## src/sv/eps_pkg.sv

```systemverilog
// Shared types, constants and series tables for the equirectangular to sphere point block.
package eps_pkg;

  localparam int PIXEL_BITS_DEF = 16;
  localparam int ANGLE_BITS_DEF = 24;

  localparam int ELEV_W = 16;
  localparam int RAD_W  = 24;
  localparam int SUM_W  = 26;
  localparam int OUT_W  = 34;
  localparam int CFG_W  = 24;
  localparam int CFG_IDX_W = 2;

  localparam logic [CFG_IDX_W-1:0] CFG_MAP_WIDTH     = 2'd0;
  localparam logic [CFG_IDX_W-1:0] CFG_MAP_HEIGHT    = 2'd1;
  localparam logic [CFG_IDX_W-1:0] CFG_SPHERE_RADIUS = 2'd2;

  localparam int MAP_WIDTH_RST     = 4096;
  localparam int MAP_HEIGHT_RST    = 2048;
  localparam int SPHERE_RADIUS_RST = 6371;

  // Q30 fixed point: unsigned magnitudes up to and including one.
  localparam int Q30_W = 31;
  localparam int TRIG_W = 32;
  localparam logic [Q30_W-1:0] Q30_ONE = 31'h4000_0000;
  localparam logic [Q30_W-1:0] HALF_PI_Q30 = 31'd1686629713;

  // Register stages of one quarter-wave sine unit.
  localparam int QSINE_LAT = 25;
  localparam int SERIES_TERMS = 7;

  typedef struct packed {
    logic signed [SUM_W-1:0] radius;
    logic                    water;
  } eps_side_t;

  // Series term j uses k = 7 - j; the divisor is 2k(2k+1).
  function automatic logic [7:0] series_den(input int j);
    logic [7:0] d;
    unique case (j)
      0: d = 8'd210;
      1: d = 8'd156;
      2: d = 8'd110;
      3: d = 8'd72;
      4: d = 8'd42;
      5: d = 8'd20;
      default: d = 8'd6;
    endcase
    return d;
  endfunction

  // floor(2^shift / divisor); the estimate it gives is low by at most one.
  function automatic logic [32:0] series_recip(input int j);
    logic [32:0] m;
    unique case (j)
      0: m = 33'd5235769656;
      1: m = 33'd7048151460;
      2: m = 33'd4997780126;
      3: m = 33'd7635497415;
      4: m = 33'd6544712070;
      5: m = 33'd6871947673;
      default: m = 33'd5726623061;
    endcase
    return m;
  endfunction

  function automatic int series_shift(input int j);
    int s;
    unique case (j)
      0: s = 40;
      1: s = 40;
      2: s = 39;
      3: s = 39;
      4: s = 38;
      5: s = 37;
      default: s = 35;
    endcase
    return s;
  endfunction

endpackage

```

## src/sv/eps_front.sv

```systemverilog
// Input side: takes items, forms radius and water flag, and queues them for the datapath.
module eps_front
  import eps_pkg::*;
#(
  parameter int PIXEL_BITS = PIXEL_BITS_DEF
) (
  input  logic                    clk,
  input  logic                    rst,
  input  logic                    in_valid,
  output logic                    in_ready,
  input  logic [PIXEL_BITS-1:0]   pixel_col,
  input  logic [PIXEL_BITS-1:0]   pixel_row,
  input  logic signed [ELEV_W-1:0] elevation,
  input  logic [RAD_W-1:0]        sphere_radius,
  input  logic                    pop,
  output logic                    q_valid,
  output logic [PIXEL_BITS-1:0]   q_col,
  output logic [PIXEL_BITS-1:0]   q_row,
  output eps_side_t               q_side
);

  logic [PIXEL_BITS-1:0] col_q  [2];
  logic [PIXEL_BITS-1:0] row_q  [2];
  eps_side_t             side_q [2];
  logic                  wr_ptr;
  logic                  rd_ptr;
  logic [1:0]            count;
  logic                  push;
  logic                  take;
  eps_side_t             side_in;

  assign in_ready = (count != 2'd2);
  assign push     = in_valid && in_ready;
  assign q_valid  = (count != 2'd0);
  assign take     = pop && q_valid;

  assign side_in.radius = $signed({2'b00, sphere_radius}) +
                          SUM_W'(elevation);
  assign side_in.water  = (elevation <= 0);

  always_ff @(posedge clk) begin
    if (push) begin
      col_q[wr_ptr]  <= pixel_col;
      row_q[wr_ptr]  <= pixel_row;
      side_q[wr_ptr] <= side_in;
    end
  end

  always_ff @(posedge clk) begin
    if (rst) begin
      wr_ptr <= 1'b0;
      rd_ptr <= 1'b0;
      count  <= 2'd0;
    end else begin
      if (push) wr_ptr <= ~wr_ptr;
      if (take) rd_ptr <= ~rd_ptr;
      count <= count + {1'b0, push} - {1'b0, take};
    end
  end

  assign q_col  = col_q[rd_ptr];
  assign q_row  = row_q[rd_ptr];
  assign q_side = side_q[rd_ptr];

endmodule

```

## config.mk

```make
export PLATFORM = sky130hd
export DESIGN_NAME = eps_front
export DESIGN_NICKNAME = d
export VERILOG_FILES = /design/src/sv/eps_pkg.sv /design/src/sv/eps_front.sv
export SDC_FILE = /design/constraint.sdc
export NUM_CORES = 1
export LEC_CHECK = 0
export BUFFER_PORTS_ARGS = -buffer_cell sky130_fd_sc_hd__buf_2
export CAP_MARGIN = 5
export CORE_MARGIN = 1
export CORE_UTILIZATION = 54
export DETAILED_ROUTE_END_ITERATION = 8
export PLACE_DENSITY = 0.8
export RECOVER_POWER = 100
export SETUP_SLACK_MARGIN = 0.3
export SLEW_MARGIN = 30
export SYNTH_ARGS = -nofsm -noshare
export SYNTH_HDL_FRONTEND = slang
export SYNTH_SLANG_ARGS = --single-unit
```

## constraint.sdc

```tcl
create_clock -name clk -period 4.1 [get_ports clk]
set_clock_uncertainty 0.15 [all_clocks]
set_input_delay 0.205 -clock clk [delete_from_list [all_inputs] [get_ports clk]]
set_output_delay 0.205 -clock clk [all_outputs]
set_load 0.01 [all_outputs]
```

==> out/qor.yml <==
sta:
  max_freq_ghz: 0.3363
  tns_ns: 0
  tightest_slew_ns: 1.510
  fin_crit_sh_pct: 72.53
  whs_ns: 0.05015
  final_hold_viol_count: 0
  maxSlewHeadroom_pct: -0.6630
  drv_slew: 60
  rsz0062_at_grt: "no"
  final-setup-viol-count: 0
  fin_crit_ns: 2.974
logic_synthesis:
  yosysSeqAreaShare_pct: 61.81
  synth_top_cell_area_share_pct: 60.11
  synth_edf_count: 118
  ys_ff_latch: 123
  syn-num-nets: 518
  yosysTopAreaCell: "edfxtp_1"
  ys.flop_type: "edfxtp_1"
  syn_area_per_cell_um2: 14.24
  synthCells: 414
  synth_cell_types: 52
  ys_top_cells_by_area: "edfxtp_1 60%, mux2_2 11%, ha_1 5.7%"
  synth_warnings: 0
  syn_area_mm2: 0.005894
  ys_async_sr_fraction_pct: 0
cts:
  cts_tree: "done"
  numCtsBuffers: 17
  ctsLongestPathBuffers: 2
  cts.sinks: 123
  post_cts_buffers: 0
  clock_latency_ns: 0.50
  clk_pin_slew_worst_paths_ns: 0.05
  root_buffer: "clkbuf_8"
  ctsHtreeMaxLevel: 4
flow_run:
  cap_violations: 1
place:
  gp_congestion: 0.8992
  numPortBuffers: 136
  hpwl_um: 8217
die:
  die_area_mm2: 0.01134
  die_x_um: 106.5
  start_util_pct: 56.34
  placementRows: 37
  fp.coreArea_mm2: 0.01046
  dieHeight_um: 106.5
  io_pins: 137
detailed_routing:
  drt-initial-drc-count: 190
  drt_first_pass_iters: 4
  final_antenna_net_count: 0
  vias_per_cell: 5.441
  wl_per_cell_um: 16.81
  wirelength_um: 12540
  dr_total_vias: 4059
  drc: 0
global_routing:
  grt_overflow: 0
  antenna_found_initial: 0
  grt_pass1_vias: 4041
  grt_start_max_net_pins: 60
  grt_pass1_wl_um: 19640
  grtUsageTotal_pct: 23.28
setup_path:
  crit_arrival_ns: 2.62
  start_kind: "flop"
  critPathMaxFanout: 41
  cp.required_ns: 3.74
  critPathCaptureType: "primary output"
  critical_path_class: "flop to primary output"
final_layout:
  area_growth_pct: 26.68
  layout.nets: 701
  diodes: 0
  num-fill-cells: 758
  drive_gt1_share_pct: 22.79
power:
  power_leakage_nw: 2.781
  p_per_area_mw_per_mm2: 541.5
  vdd_drop_max_mv: 0.3671
  power_mw: 4.043
outcome:
  status: "finished with violations"
  violations: "max-capacitance violations, max-slew violations"
min_path:
  hp-class: "input port to flop"
[power breakdown]
part	total, mW	switching [mW]	internal (mW)
Sequential	1.76	0.103	1.65
Clock	1.25	0.461	0.786
Combinational	1.04	0.587	0.452
Total	4.04	1.15	2.89
[kinds of logic after synthesis]
logic type | after synthesis | synth area share (%)
muxes | 61 | 11.61
AOI/OAI and AO/OA | 75 | 8.618
adders and majority gates | 28 | 6.071
xor gates and xnor gates | 25 | 3.715
and+or+nand+nor | 77 | 6.474
buffers and inverters | 25 | 1.698
DFF | 123 | 61.81
[final timing paths]
path / startpoint / end / slack, ns / cells after the start
worst max-delay path: flop / q_col[0] / 1.13 / 3
worst min-delay path: in_valid / wr_ptr / 0.05 / 4
worst max register to register: count[0] / row_q[1][13] / 1.14 / 3
worst min register to register: rd_ptr / rd_ptr / 0.38 / 2
[what timing repair did]
action | in CTS | in global routing
hold buffers | 37 | 0
gates resized for setup | 0 | 0
endpoints found under the hold margin | 71 | 0
[routing by layer]
metal  up-vias  routed length, um  global-route usage, %
li1       1955                  -                      -
met1      1907               5170                  28.49
met2       181               6333                  39.94
met3        16                851                  5.763
met4         0                186                  8.611
met5         -                  0                      0
[flip-flops by register name, indices dropped and copies added (netlist names), named ones only]
signal,cells
rd_ptr,1
count,2
row_q,32
wr_ptr,1
side_q,54
col_q,32
[cells in the final DEF, fill, tap and decap left out, types with 4 or more instances in the layout]
master and count:
a21oi_1 25, o21ai_0 11, nor2_1 19, mux2_1 4, nand4_1 4, xor2_1 11
clkbuf_8 4, o21ai_1 4, edfxtp_1 118, and3_1 4, dlygate4sd3_1 37, o211ai_1 5
mux2_2 55, clkbuf_1 93, inv_1 13, a21o_1 4, clkbuf_16 16, xnor2_1 14
dfxtp_1 4, o21a_1 4, nand2_1 23, buf_2 52, ha_1 27
[per-stage QoR]
stage,area [um2],utilization [%],worst slack [ns],instances
2_1_floorplan,5894,-,0.3732,414
3_3_place_gp,6726,64.29,1.492,677
3_5_place_dp,6726,64.29,1.406,677
4_1_cts,7601,72.65,1.264,746
5_1_grt,7467,71.37,0.9027,746
6_report,7467,71.37,1.126,746
[synth_stat cells, drive strengths merged, types with 2 or more instances]
cell type and n:
edfxtp 118, mux2 59, ha 27, a21oi 26
nand2 23, nor2 20, o21ai 15, xnor2 14
inv 13, xor2 11, buf 7, o211ai 6
clkbuf 5, dfxtp 5, a21o 4, and3 4
nand4 4, nor3 4, o21a 4, a211oi 3
a221oi 3, nand2b 3, nand3 3, nor2b 3
nor4 3, a211o 2, a311oi 2, a31oi 2
a41o 2, mux2i 2, nor3b 2, o21bai 2
or2 2, or3 2
[critical path: stages, from the launching register on]
cell and delay [ns]:
dfxtp_4 0.70, clkbuf_1 0.82, mux2_2 0.43, clkbuf_1 0.14
[area by class of cell]
type                    instances  area [um2]  share of cell area (%)
clock inverters                 3       15.01                  0.2011
repair buffers                176       959.7                   12.85
clock buffers                  29       489.2                   6.552
flip-flops and latches        123        3647                   48.84
multi-input cells             266        2137                   28.62
inverters                      13       48.80                  0.6535
well taps                     136       170.2                   2.279
(Power assumes the default switching activity.)
